==> config.mk <==
export PLATFORM = sky130hd
export DESIGN_NAME = order2_nucleotide_freq_model_unit_flat
export DESIGN_NICKNAME = d
export VERILOG_FILES = /design/src/sv/o2nf_pkg.sv /design/src/sv/o2nf_req_if.sv /design/src/sv/o2nf_rsp_if.sv /design/src/sv/o2nf_ram.sv /design/src/sv/o2nf_front.sv /design/src/sv/o2nf_fifo.sv /design/src/sv/o2nf_back.sv /design/src/sv/order2_nucleotide_freq_model_unit.sv /design/src/flat_wrapper.sv
export VERILOG_INCLUDE_DIRS = /design/src /design/src/sv
export SDC_FILE = /design/constraint.sdc
export NUM_CORES = 2
export LEC_CHECK = 0
export BUFFER_PORTS_ARGS = -buffer_cell sky130_fd_sc_hd__buf_2
export CAP_MARGIN = 20
export CORE_UTILIZATION = 55
export CTS_CLUSTER_SIZE = 14
export DETAILED_ROUTE_END_ITERATION = 8
export PLACE_DENSITY = 0.77
export SYNTH_ARGS = -nofsm -noshare
export SYNTH_HDL_FRONTEND = slang
export SYNTH_SLANG_ARGS = --single-unit
==> constraint.sdc <==
create_clock -name clock -period 13.75 [get_ports clock]
set_clock_uncertainty 0.2 [all_clocks]
set_input_delay 2.0625 -clock clock [delete_from_list [all_inputs] [get_ports clock]]
set_output_delay 2.0625 -clock clock [all_outputs]
set_load 0.02 [all_outputs]
==> src/sv/order2_nucleotide_freq_model_unit_defines.svh <==
// ----------------------------------------------------------------------------
// order2 nucleotide frequency model - assertion macros
// Concurrent assertion wrappers, empty when the design is synthesised.
// ----------------------------------------------------------------------------
`ifndef ORDER2_NUCLEOTIDE_FREQ_MODEL_UNIT_DEFINES_SVH
`define ORDER2_NUCLEOTIDE_FREQ_MODEL_UNIT_DEFINES_SVH

`ifndef SYNTHESIS

// same-cycle implication
`define O2NF_ASSERT_IMPL(label, clk, rst, ante, cons) \
   label: assert property (@(posedge clk) disable iff (rst) (ante) |-> (cons)) \
      else $error("o2nf assertion failed");

// next-cycle implication
`define O2NF_ASSERT_NXT(label, clk, rst, ante, cons) \
   label: assert property (@(posedge clk) disable iff (rst) (ante) |=> (cons)) \
      else $error("o2nf assertion failed");

`else

`define O2NF_ASSERT_IMPL(label, clk, rst, ante, cons)
`define O2NF_ASSERT_NXT(label, clk, rst, ante, cons)

`endif

`endif

==> src/sv/o2nf_pkg.sv <==
// ----------------------------------------------------------------------------
// o2nf_pkg
// Widths, constants and shared types of the order-2 base frequency model.
// ----------------------------------------------------------------------------
`default_nettype none

package o2nf_pkg;

   // field widths
   localparam int CHAR_W   = 8;
   localparam int TARGET_W = 16;
   localparam int SYM_W    = 2;
   localparam int LOW_W    = 16;
   localparam int CNT_W    = 17;

   // model geometry
   localparam int NUM_SYMS = 4;
   localparam int NUM_CTX  = 16;
   localparam int CTX_W    = 4;
   localparam int ROW_W    = NUM_SYMS * CNT_W;
   // four counts of CNT_W bits sum without overflow in this width
   localparam int TOT_W    = CNT_W + 2;

   // halve a context once its total passes this
   localparam int unsigned TOTAL_LIMIT = 32'd65536;

   // depth of the queue between front and back
   localparam int QUEUE_DEPTH = 2;

   // base codes
   typedef enum logic [SYM_W-1:0] {
      BASE_A = 2'd0,
      BASE_C = 2'd1,
      BASE_G = 2'd2,
      BASE_T = 2'd3
   } base_type;

   typedef logic [CNT_W-1:0] count_type;
   typedef count_type [NUM_SYMS-1:0] row_type;

   // classified item travelling from front to back
   typedef struct packed {
      logic                decode;
      logic                sos;
      logic                skip;
      base_type            code;
      logic [TARGET_W-1:0] target;
   } item_type;

   // result without the total of the following context
   typedef struct packed {
      logic             symbol_valid;
      logic [SYM_W-1:0] symbol;
      logic [LOW_W-1:0] cum_low;
      count_type        sym_freq;
      count_type        ctx_total;
   } pend_type;

endpackage

`default_nettype wire

==> src/sv/o2nf_req_if.sv <==
// ----------------------------------------------------------------------------
// o2nf_req_if
// Request channel: one base character or one decoder target per transaction.
// ----------------------------------------------------------------------------
`default_nettype none

interface o2nf_req_if;
   import o2nf_pkg::*;

   logic                valid;
   logic                ready;
   logic                req_type;
   logic                start_of_stream;
   logic [CHAR_W-1:0]   base_char;
   logic [TARGET_W-1:0] target;

   modport source (
      output valid, req_type, start_of_stream, base_char, target,
      input  ready
   );

   modport sink (
      input  valid, req_type, start_of_stream, base_char, target,
      output ready
   );

endinterface

`default_nettype wire

==> src/sv/o2nf_rsp_if.sv <==
// ----------------------------------------------------------------------------
// o2nf_rsp_if
// Response channel: coder interval and totals, one transaction per request.
// ----------------------------------------------------------------------------
`default_nettype none

interface o2nf_rsp_if;
   import o2nf_pkg::*;

   logic             valid;
   logic             ready;
   logic             symbol_valid;
   logic [SYM_W-1:0] symbol;
   logic [LOW_W-1:0] cum_low;
   logic [CNT_W-1:0] sym_freq;
   logic [CNT_W-1:0] ctx_total;
   logic [CNT_W-1:0] next_total;

   modport source (
      output valid, symbol_valid, symbol, cum_low, sym_freq, ctx_total, next_total,
      input  ready
   );

   modport sink (
      input  valid, symbol_valid, symbol, cum_low, sym_freq, ctx_total, next_total,
      output ready
   );

endinterface

`default_nettype wire

==> src/sv/o2nf_ram.sv <==
// ----------------------------------------------------------------------------
// o2nf_ram
// Generic single-write, single-read RAM with registered read data.
// ----------------------------------------------------------------------------
`default_nettype none

module o2nf_ram #(
   parameter int WIDTH = 8,
   parameter int DEPTH = 16
) (
   input  wire logic                     clock,
   input  wire logic                     wr_en,
   input  wire logic [$clog2(DEPTH)-1:0] wr_addr,
   input  wire logic [WIDTH-1:0]         wr_data,
   input  wire logic                     rd_en,
   input  wire logic [$clog2(DEPTH)-1:0] rd_addr,
   output logic      [WIDTH-1:0]         rd_data
);

   logic [WIDTH-1:0] mem_ff [DEPTH];
   logic [WIDTH-1:0] rd_data_ff;

   // write port
   always_ff @(posedge clock) begin
      if (wr_en) begin
         mem_ff[wr_addr] <= wr_data;
      end
   end

   // registered read, held while not enabled
   always_ff @(posedge clock) begin
      if (rd_en) begin
         rd_data_ff <= mem_ff[rd_addr];
      end
   end

   assign rd_data = rd_data_ff;

endmodule

`default_nettype wire

==> src/sv/o2nf_front.sv <==
// ----------------------------------------------------------------------------
// o2nf_front
// Accepts request transactions and classifies them for the model engine.
// ----------------------------------------------------------------------------
`default_nettype none

module o2nf_front (
   o2nf_req_if.sink              req_ch,
   output logic                  push_valid,
   output o2nf_pkg::item_type    push_item,
   input  wire logic             push_ready
);
   import o2nf_pkg::*;

   base_type code;
   logic     is_base;

   // map ascii to a base code, either case
   always_comb begin
      code    = BASE_A;
      is_base = 1'b1;
      case (req_ch.base_char)
         8'h41, 8'h61: code = BASE_A;   // A a
         8'h43, 8'h63: code = BASE_C;   // C c
         8'h47, 8'h67: code = BASE_G;   // G g
         8'h54, 8'h74: code = BASE_T;   // T t
         default:      is_base = 1'b0;
      endcase
   end

   // build the queue entry
   always_comb begin
      push_item.decode = req_ch.req_type;
      push_item.sos    = req_ch.start_of_stream;
      push_item.skip   = !req_ch.req_type && !is_base;
      push_item.code   = code;
      push_item.target = req_ch.target;
   end

   assign push_valid   = req_ch.valid;
   assign req_ch.ready = push_ready;

endmodule

`default_nettype wire

==> src/sv/o2nf_fifo.sv <==
// ----------------------------------------------------------------------------
// o2nf_fifo
// Short queue of classified items between the front and the model engine.
// ----------------------------------------------------------------------------
`default_nettype none

module o2nf_fifo (
   input  wire logic             clock,
   input  wire logic             reset,
   input  wire logic             push_valid,
   input  wire o2nf_pkg::item_type push_item,
   output logic                  push_ready,
   output logic                  pop_valid,
   output o2nf_pkg::item_type    pop_item,
   input  wire logic             pop_ready
);
   import o2nf_pkg::*;

   localparam int PTR_W = (QUEUE_DEPTH > 1) ? $clog2(QUEUE_DEPTH) : 1;
   localparam int CNT_QW = $clog2(QUEUE_DEPTH + 1);

   item_type          entry_ff [QUEUE_DEPTH];
   logic [PTR_W-1:0]  wr_ptr_ff, wr_ptr_in;
   logic [PTR_W-1:0]  rd_ptr_ff, rd_ptr_in;
   logic [CNT_QW-1:0] count_ff,  count_in;
   logic              push, pop;

   assign push_ready = (count_ff != CNT_QW'(QUEUE_DEPTH));
   assign pop_valid  = (count_ff != '0);
   assign pop_item   = entry_ff[rd_ptr_ff];
   assign push       = push_valid && push_ready;
   assign pop        = pop_valid && pop_ready;

   // pointer and fill bookkeeping
   always_comb begin
      wr_ptr_in = wr_ptr_ff;
      rd_ptr_in = rd_ptr_ff;
      count_in  = count_ff;
      if (push) begin
         wr_ptr_in = (wr_ptr_ff == PTR_W'(QUEUE_DEPTH - 1)) ? '0 : wr_ptr_ff + 1'b1;
      end
      if (pop) begin
         rd_ptr_in = (rd_ptr_ff == PTR_W'(QUEUE_DEPTH - 1)) ? '0 : rd_ptr_ff + 1'b1;
      end
      if (push && !pop) begin
         count_in = count_ff + 1'b1;
      end else if (pop && !push) begin
         count_in = count_ff - 1'b1;
      end
   end

   always_ff @(posedge clock) begin
      if (reset) begin
         wr_ptr_ff <= '0;
         rd_ptr_ff <= '0;
         count_ff  <= '0;
      end else begin
         wr_ptr_ff <= wr_ptr_in;
         rd_ptr_ff <= rd_ptr_in;
         count_ff  <= count_in;
      end
   end

   // storage
   always_ff @(posedge clock) begin
      if (push) begin
         entry_ff[wr_ptr_ff] <= push_item;
      end
   end

endmodule

`default_nettype wire

==> src/sv/o2nf_back.sv <==
// ----------------------------------------------------------------------------
// o2nf_back
// Model engine: codes one item per cycle while the response side keeps up, against
// the current context row, updates the counts and presents the coder interval.
// ----------------------------------------------------------------------------
`default_nettype none
`include "order2_nucleotide_freq_model_unit_defines.svh"

module o2nf_back (
   input  wire logic               clock,
   input  wire logic               reset,
   input  wire logic               item_valid,
   input  wire o2nf_pkg::item_type item,
   output logic                    item_ready,
   o2nf_rsp_if.source              rsp_ch
);
   import o2nf_pkg::*;

   localparam row_type ONES_ROW = {NUM_SYMS{CNT_W'(1)}};

   // context state
   logic [NUM_CTX-1:0] valid_ff,  valid_in;
   logic [CTX_W-1:0]   ctx_ff,    ctx_in;
   logic               bypass_ff, bypass_in;
   row_type            fwd_row_ff;

   // pending result and output register
   logic      p_valid_ff, p_valid_in;
   pend_type  p_ff;
   logic      o_valid_ff, o_valid_in;
   pend_type  o_ff;
   count_type o_next_ff;

   // row memory
   row_type          ram_rdata;
   logic             ram_wr_en;
   logic             ram_rd_en;
   logic [CTX_W-1:0] next_ctx;

   // datapath
   row_type          cur_row, eff_row, upd_row, new_row;
   logic [TOT_W-1:0] cur_total;
   logic [TOT_W-1:0] run [NUM_SYMS];
   logic [TOT_W-1:0] total;
   logic [CTX_W-1:0] eff_ctx;
   logic [SYM_W-1:0] dec_sym, sym;
   logic [LOW_W-1:0] low;
   count_type        freq;
   logic             halve;
   logic [CNT_W:0]   half_sum;
   count_type        half_cnt;
   logic             process_en, p_drain;
   pend_type         p_in;

   // handshake between stages
   assign p_drain    = p_valid_ff && (!o_valid_ff || rsp_ch.ready);
   assign process_en = item_valid && (!p_valid_ff || p_drain);
   assign item_ready = !p_valid_ff || p_drain;

   // current context row: forwarded, from memory, or untouched since a clear
   always_comb begin
      if (bypass_ff) begin
         cur_row = fwd_row_ff;
      end else if (valid_ff[ctx_ff]) begin
         cur_row = ram_rdata;
      end else begin
         cur_row = ONES_ROW;
      end
      cur_total = '0;
      for (int i = 0; i < NUM_SYMS; i++) begin
         cur_total = cur_total + TOT_W'(cur_row[i]);
      end
   end

   // running sums over the effective row
   always_comb begin
      eff_row = item.sos ? ONES_ROW : cur_row;
      eff_ctx = item.sos ? '0 : ctx_ff;
      run[0]  = TOT_W'(eff_row[0]);
      for (int i = 1; i < NUM_SYMS; i++) begin
         run[i] = run[i-1] + TOT_W'(eff_row[i]);
      end
      total = run[NUM_SYMS-1];
   end

   // decode: lowest symbol whose running sum passes the target, else A
   always_comb begin
      dec_sym = SYM_W'(BASE_A);
      for (int i = NUM_SYMS - 1; i >= 0; i--) begin
         if (run[i] > TOT_W'(item.target)) begin
            dec_sym = SYM_W'(i);
         end
      end
      sym = item.decode ? dec_sym : SYM_W'(item.code);
   end

   // interval of the chosen symbol
   always_comb begin
      case (sym)
         SYM_W'(BASE_A): low = '0;
         SYM_W'(BASE_C): low = run[0][LOW_W-1:0];
         SYM_W'(BASE_G): low = run[1][LOW_W-1:0];
         SYM_W'(BASE_T): low = run[2][LOW_W-1:0];
         default:        low = '0;
      endcase
      freq = eff_row[sym];
   end

   // increment, then halve the whole context once it grows past the limit
   always_comb begin
      upd_row      = eff_row;
      upd_row[sym] = freq + CNT_W'(1);
      halve        = (32'(total) + 32'd1) > TOTAL_LIMIT;
      new_row      = upd_row;
      half_sum     = '0;
      half_cnt     = '0;
      if (halve) begin
         for (int i = 0; i < NUM_SYMS; i++) begin
            half_sum   = {1'b0, upd_row[i]} + (CNT_W+1)'(1);
            half_cnt   = half_sum[CNT_W:1];
            new_row[i] = (half_cnt == '0) ? CNT_W'(1) : half_cnt;
         end
      end
      next_ctx = {eff_ctx[CTX_W-SYM_W-1:0], sym};
   end

   // memory access: write back the row, fetch the next one unless it is the same
   assign ram_wr_en = process_en && !item.skip;
   assign ram_rd_en = process_en && !item.skip && (next_ctx != eff_ctx);

   o2nf_ram #(
      .WIDTH (ROW_W),
      .DEPTH (NUM_CTX)
   ) u_row_ram (
      .clock   (clock),
      .wr_en   (ram_wr_en),
      .wr_addr (eff_ctx),
      .wr_data (new_row),
      .rd_en   (ram_rd_en),
      .rd_addr (next_ctx),
      .rd_data (ram_rdata)
   );

   // result of this item
   always_comb begin
      if (item.skip) begin
         p_in.symbol_valid = 1'b0;
         p_in.symbol       = '0;
         p_in.cum_low      = '0;
         p_in.sym_freq     = '0;
      end else begin
         p_in.symbol_valid = 1'b1;
         p_in.symbol       = sym;
         p_in.cum_low      = low;
         p_in.sym_freq     = freq;
      end
      p_in.ctx_total = total[CNT_W-1:0];
   end

   // next state of context tracking and stage flags
   always_comb begin
      valid_in   = valid_ff;
      ctx_in     = ctx_ff;
      bypass_in  = bypass_ff;
      p_valid_in = p_valid_ff;
      o_valid_in = o_valid_ff;
      if (process_en) begin
         if (item.sos) begin
            valid_in  = '0;
            bypass_in = 1'b0;
         end
         if (item.skip) begin
            ctx_in = eff_ctx;
         end else begin
            valid_in  = valid_in | (NUM_CTX'(1) << eff_ctx);
            ctx_in    = next_ctx;
            bypass_in = (next_ctx == eff_ctx);
         end
      end
      if (process_en) begin
         p_valid_in = 1'b1;
      end else if (p_drain) begin
         p_valid_in = 1'b0;
      end
      if (p_drain) begin
         o_valid_in = 1'b1;
      end else if (rsp_ch.ready) begin
         o_valid_in = 1'b0;
      end
   end

   always_ff @(posedge clock) begin
      if (reset) begin
         valid_ff   <= '0;
         ctx_ff     <= '0;
         bypass_ff  <= 1'b0;
         p_valid_ff <= 1'b0;
         o_valid_ff <= 1'b0;
      end else begin
         valid_ff   <= valid_in;
         ctx_ff     <= ctx_in;
         bypass_ff  <= bypass_in;
         p_valid_ff <= p_valid_in;
         o_valid_ff <= o_valid_in;
      end
   end

   // payload registers
   always_ff @(posedge clock) begin
      if (process_en && !item.skip) begin
         fwd_row_ff <= new_row;
      end
      if (process_en) begin
         p_ff <= p_in;
      end
      if (p_drain) begin
         o_ff      <= p_ff;
         o_next_ff <= cur_total[CNT_W-1:0];
      end
   end

   // response channel
   assign rsp_ch.valid        = o_valid_ff;
   assign rsp_ch.symbol_valid = o_ff.symbol_valid;
   assign rsp_ch.symbol       = o_ff.symbol;
   assign rsp_ch.cum_low      = o_ff.cum_low;
   assign rsp_ch.sym_freq     = o_ff.sym_freq;
   assign rsp_ch.ctx_total    = o_ff.ctx_total;
   assign rsp_ch.next_total   = o_next_ff;

   // checks
   `O2NF_ASSERT_IMPL(a_bypass_row_valid, clock, reset, bypass_ff, valid_ff[ctx_ff])
   `O2NF_ASSERT_NXT(a_written_row_valid, clock, reset, ram_wr_en, valid_ff[$past(eff_ctx)])
   `O2NF_ASSERT_IMPL(a_context_total_min, clock, reset, p_valid_ff, cur_total >= TOT_W'(NUM_SYMS))
   `O2NF_ASSERT_NXT(a_pending_held, clock, reset, p_valid_ff && !p_drain, p_valid_ff)

endmodule

`default_nettype wire

==> src/sv/order2_nucleotide_freq_model_unit.sv <==
// ----------------------------------------------------------------------------
// order2_nucleotide_freq_model_unit
// Adaptive order-2 base frequency model for a range coder.
// ----------------------------------------------------------------------------
// Takes one request transaction per clock when nothing stalls and gives one response
// transaction for each, in order, after it has passed the queue, the pending stage and
// the output register. The rate is set by the context loop in the model engine: each
// item reads its context row, decodes or encodes, increments and, if needed, halves
// the row combinationally, while the row of the following context is fetched from the
// row memory and forwarded straight into the next item. A two-entry queue after the
// character classifier and a pending stage before the output register let the
// request and response sides stall independently. Reset and start_of_stream
// restore all counts at once through per-context valid bits; no clearing pass.
`default_nettype none

module order2_nucleotide_freq_model_unit (
   input  wire logic  clock,
   input  wire logic  reset,
   o2nf_req_if.sink   req_ch,
   o2nf_rsp_if.source rsp_ch
);
   import o2nf_pkg::*;

   logic     push_valid, push_ready;
   item_type push_item;
   logic     pop_valid, pop_ready;
   item_type pop_item;

   // classify incoming characters
   o2nf_front u_front (
      .req_ch     (req_ch),
      .push_valid (push_valid),
      .push_item  (push_item),
      .push_ready (push_ready)
   );

   // queue between front and engine
   o2nf_fifo u_fifo (
      .clock      (clock),
      .reset      (reset),
      .push_valid (push_valid),
      .push_item  (push_item),
      .push_ready (push_ready),
      .pop_valid  (pop_valid),
      .pop_item   (pop_item),
      .pop_ready  (pop_ready)
   );

   // model engine
   o2nf_back u_back (
      .clock      (clock),
      .reset      (reset),
      .item_valid (pop_valid),
      .item       (pop_item),
      .item_ready (pop_ready),
      .rsp_ch     (rsp_ch)
   );

endmodule

`default_nettype wire

==> src/flat_wrapper.sv <==
// flat-port wrapper written by rule: the top's interface ports become plain ports
module order2_nucleotide_freq_model_unit_flat import o2nf_pkg::*;
  (clock, reset, req_ch_valid, req_ch_req_type, req_ch_start_of_stream, req_ch_base_char, req_ch_target, req_ch_ready, rsp_ch_valid, rsp_ch_symbol_valid, rsp_ch_symbol, rsp_ch_cum_low, rsp_ch_sym_freq, rsp_ch_ctx_total, rsp_ch_next_total, rsp_ch_ready);
  o2nf_req_if req_ch_i ();
  o2nf_rsp_if rsp_ch_i ();
  input  wire logic clock;
  input  wire logic reset;
  input wire logic [$bits(req_ch_i.valid)-1:0] req_ch_valid;
  input wire logic [$bits(req_ch_i.req_type)-1:0] req_ch_req_type;
  input wire logic [$bits(req_ch_i.start_of_stream)-1:0] req_ch_start_of_stream;
  input wire logic [$bits(req_ch_i.base_char)-1:0] req_ch_base_char;
  input wire logic [$bits(req_ch_i.target)-1:0] req_ch_target;
  output wire logic [$bits(req_ch_i.ready)-1:0] req_ch_ready;
  output wire logic [$bits(rsp_ch_i.valid)-1:0] rsp_ch_valid;
  output wire logic [$bits(rsp_ch_i.symbol_valid)-1:0] rsp_ch_symbol_valid;
  output wire logic [$bits(rsp_ch_i.symbol)-1:0] rsp_ch_symbol;
  output wire logic [$bits(rsp_ch_i.cum_low)-1:0] rsp_ch_cum_low;
  output wire logic [$bits(rsp_ch_i.sym_freq)-1:0] rsp_ch_sym_freq;
  output wire logic [$bits(rsp_ch_i.ctx_total)-1:0] rsp_ch_ctx_total;
  output wire logic [$bits(rsp_ch_i.next_total)-1:0] rsp_ch_next_total;
  input wire logic [$bits(rsp_ch_i.ready)-1:0] rsp_ch_ready;
  assign req_ch_i.valid = req_ch_valid;
  assign req_ch_i.req_type = req_ch_req_type;
  assign req_ch_i.start_of_stream = req_ch_start_of_stream;
  assign req_ch_i.base_char = req_ch_base_char;
  assign req_ch_i.target = req_ch_target;
  assign req_ch_ready = req_ch_i.ready;
  assign rsp_ch_valid = rsp_ch_i.valid;
  assign rsp_ch_symbol_valid = rsp_ch_i.symbol_valid;
  assign rsp_ch_symbol = rsp_ch_i.symbol;
  assign rsp_ch_cum_low = rsp_ch_i.cum_low;
  assign rsp_ch_sym_freq = rsp_ch_i.sym_freq;
  assign rsp_ch_ctx_total = rsp_ch_i.ctx_total;
  assign rsp_ch_next_total = rsp_ch_i.next_total;
  assign rsp_ch_i.ready = rsp_ch_ready;
  order2_nucleotide_freq_model_unit u_core (.clock(clock), .reset(reset), .req_ch(req_ch_i), .rsp_ch(rsp_ch_i));
endmodule
==> results.py <==
metrics = {
    "status": {
        "outcome": "finished clean",
    },
    "routing": {
        "drt-initial-drc-count": 6926,
        "routed_wl_mm": 206,
        "dr.pass1.iters": 6,
        "vias": 48500,
        "drc": 0,
        "via_per_inst": 6.50,
        "route.detailed.wl_per_inst_microns": 27.6,
        "ant_nets": 0,
    },
    "floorplanning": {
        "die_w_microns": 346,
        "num_rows": 125,
        "dieArea_sq_um": 120000,
        "initial_utilization_pct": 55.8,
        "die_h_microns": 346,
        "io-pin-count": 102,
        "core_sq_um": 117000,
    },
    "final_layout": {
        "layout.nets": 6038,
        "drive_gt1_share_pct": 15.7,
        "regArea_sq_um": 42300,
        "final_common_cell": "edfxtp_1",
        "syn2layout_area_growth_pct": 15.4,
        "fillers": 8322,
        "most-common-layout-cells": "edfxtp_1, nand2_1, a21oi_1, buf_4, o21ai_0",
        "multi_input_area_sq_um": 21700,
    },
    "sta": {
        "maxSlewViolCount": 0,
        "fmax_mhz": 77.5,
        "rsz0062_at_grt": "no",
        "final.setup.worst_slack_ns": 0.841,
        "finalSetupViolations": 0,
        "period_minus_slack_ns": 12.91,
        "relSlewSlack_pct": 23.5,
        "finalSetupTns_ns": 0,
        "fin_crit_sh_pct": 93.9,
        "tightest_slew_ns": 1.14,
        "final.hold.worst_slack_ns": 0.198,
        "finalHoldViolCount": 0,
    },
    "clock_tree": {
        "clock_tree.root_cell": "clkbuf_16",
        "clk_pin_slew_ns": 0.06,
        "cts_buffers": 137,
        "cts_buffer_depth": 3,
        "cts.sinks": 1417,
        "h-tree-depth": 4,
        "cts_hold_buf": 0,
        "insertion_delay_ns": 0.76,
        "post_cts_buffers": 0,
        "cts_tree": "yes",
    },
    "grt": {
        "grt_pass1_vias": 46200,
        "track_usage_pct": 33.9,
        "antenna_found_initial": 13,
        "grt_overflow": 0,
        "grt_pass1_wl_mm": 299,
        "grt_max_degree": 86,
    },
    "worst_setup_path": {
        "cp.required_ns": 14.12,
        "worstPathMaxFanout": 17,
        "crit_type": "reg -> reg",
        "crit_top_cell": "buf_4",
        "arrival_ns": 13.28,
        "critPathTopFamily": "compound AO/OA/AOI/OAI gates",
        "crit_slowest_cell": "dfxtp_2",
        "cp_slowest_stage_delay_ns": 0.55,
        "setup.worst_path.start_class": "flop",
        "crit_buf_inv": 9,
        "cp-end-kind": "flop",
    },
    "logic_synthesis": {
        "netlist_instances": 5417,
        "synth_fp_nets": 5610,
        "ys_seq_area_share_pct": 64.9,
        "synth-edff-count": 1389,
        "yosysUniqueCellTypes": 115,
        "ys.flop_type": "edfxtp_1",
        "ys_warn_count": 0,
        "postSynthAreaPerCell_sq_um": 12.0,
        "async_reset_ff_share_pct": 0,
        "yosys_register_bits": 1417,
        "syn-cell-area_sq_um": 65200,
    },
    "placed_design": {
        "dpl.hpwl_mm": 130,
        "io_buffer_count": 100,
        "gp_congestion": 1.12,
        "dpl_worst_slack_ns": 0.944,
    },
    "hold_path": {
        "hold_class": "reg -> reg",
    },
    "run": {
        "maxCapViolCount": 0,
    },
}
==> logic make-up (layout without fill, tap and decap cells) <==
logic type / count (synthesis) / in the layout / synth area share [%]
compound gates: 1345 / 1345 / 13.1
xor+xnor: 127 / 127 / 1.71
fa+ha+maj: 168 / 168 / 3.60
buf+inv: 399 / 920 / 2.43
flops: 1417 / 1417 / 64.9
mux: 100 / 100 / 1.57
other cells: 0 / 2 / 0
simple gates: 1861 / 1861 / 12.7
==> worst paths after layout <==
path,from,endpoint,slack [ns],cells past startpoint
setup / recovery,u_core.u_back.ctx_ff[2],u_core.u_back.u_row_ram.mem_ff[7][0],0.84,57
hold / removal,u_core.u_back.p_ff[23],u_core.u_back.rsp_ch.sym_freq[6],0.20,0
setup reg to reg,u_core.u_back.ctx_ff[2],u_core.u_back.u_row_ram.mem_ff[7][0],0.84,57
hold reg to reg,u_core.u_back.p_ff[23],u_core.u_back.rsp_ch.sym_freq[6],0.20,0
==> flip-flops by register name (all words and copies together) (netlist names), named ones only <==
signal,flops
u_core.u_back.rsp_ch.symbol_valid,1
u_core.u_fifo.entry_ff,42
u_core.u_back.valid_ff,16
u_core.u_back.rsp_ch.symbol,2
u_core.u_back.rsp_ch.cum_low,16
u_core.u_back.rsp_ch.sym_freq,17
u_core.u_fifo.wr_ptr_ff,1
u_core.u_back.ctx_ff,4
u_core.u_back.rsp_ch.ctx_total,17
u_core.u_back.fwd_row_ff,68
u_core.u_fifo.rd_ptr_ff,1
u_core.u_fifo.count_ff,2
u_core.u_back.p_ff,53
u_core.u_back.p_valid_ff,1
u_core.u_back.bypass_ff,1
u_core.u_back.u_row_ram.mem_ff,1088
u_core.u_back.rsp_ch.next_total,17
u_core.u_back.u_row_ram.rd_data,68
u_core.u_back.rsp_ch.valid,1
==> timing repair <==
action | CTS | global route
resized for setup | 0 | 2
endpoints found under the hold margin | 0 | 0
endpoints found under the setup margin | 0 | 51
==> metal layers <==
metal	GRT usage [%]	wire, microns	vias to the layer above
li1	-	-	21100
met1	45.5	76200	23500
met2	53.2	94000	3345
met3	6.43	24100	615
met4	16.7	11500	12
met5	0	84	-
==> worst reg2reg max path: cells and delay by family, from the launching register on <==
family                     cells  cell delay (ns)
AOI/OAI and AO/OA             19             4.60
xor gates and xnor gates       4             0.91
adders and majority gates      6             1.66
buffers and inverters          9             1.41
DFF                            1             0.55
muxes                          1             0.08
and+or+nand+nor               18             3.34
==> synth_stat cells, types with 10 or more instances <==
| cell type | instances | area [sq um] |
|---|---|---|
| edfxtp_1 | 1389 | 41700 |
| nand2_1 | 1101 | 4130 |
| a21oi_1 | 503 | 2520 |
| o21ai_0 | 307 | 1540 |
| clkbuf_1 | 250 | 938 |
| nor2_1 | 227 | 852 |
| nand3_1 | 163 | 816 |
| ha_1 | 129 | 1610 |
| mux2i_1 | 87 | 871 |
| inv_1 | 81 | 304 |
| xnor2_1 | 80 | 701 |
| nand4_1 | 63 | 394 |
| a31oi_1 | 55 | 344 |
| and2_1 | 55 | 344 |
| a22o_1 | 51 | 447 |
| and3_1 | 50 | 313 |
| nor3_1 | 48 | 240 |
| xor2_1 | 47 | 412 |
| a221oi_1 | 44 | 385 |
| buf_1 | 43 | 161 |
| a21o_1 | 41 | 308 |
| o22ai_1 | 39 | 244 |
| a221o_1 | 37 | 370 |
| fa_1 | 34 | 681 |
| dfxtp_1 | 28 | 561 |
| nand2b_1 | 25 | 156 |
| o21a_1 | 22 | 165 |
| nor2b_1 | 21 | 131 |
| nor4_1 | 21 | 131 |
| a22oi_1 | 20 | 150 |
| o211ai_1 | 19 | 143 |
| o31ai_1 | 19 | 143 |
| o21bai_1 | 17 | 128 |
| a311oi_1 | 13 | 114 |
| a211o_1 | 12 | 105 |
| mux2_2 | 12 | 135 |
| o32ai_1 | 12 | 105 |
| a211oi_1 | 11 | 82.6 |
| or2_2 | 11 | 68.8 |
| or3_1 | 11 | 68.8 |
| a21boi_0 | 10 | 75.1 |
| and4_1 | 10 | 87.6 |
| buf_2 | 10 | 50.1 |
| o21ai_1 | 10 | 50.1 |
| o31a_1 | 10 | 87.6 |
==> stage by stage <==
stage | utilization, % | instance area, sq um | cells
after global placement | 60.7 | 70900 | 7226
after CTS | 64.3 | 75200 | 7459
after floorplan | - | 65300 | 5417
final | 64.4 | 75200 | 7464
after detailed placement | 60.7 | 70900 | 7227
after global routing | 64.4 | 75200 | 7462
==> area by class of cell <==
type | instances | share of cell area (%)
inverters | 83 | 0.419
diodes | 2 | 0.00665
multi-input cells | 3601 | 28.8
flip-flops and latches | 1417 | 56.2
clock inverters | 62 | 0.912
well taps | 1524 | 2.54
repair buffers | 605 | 6.28
clock buffers | 170 | 4.78
Power is left out: the tool's default activity adds up to more than one toggle a clock period on the data nets, which glitch-free logic cannot reach.
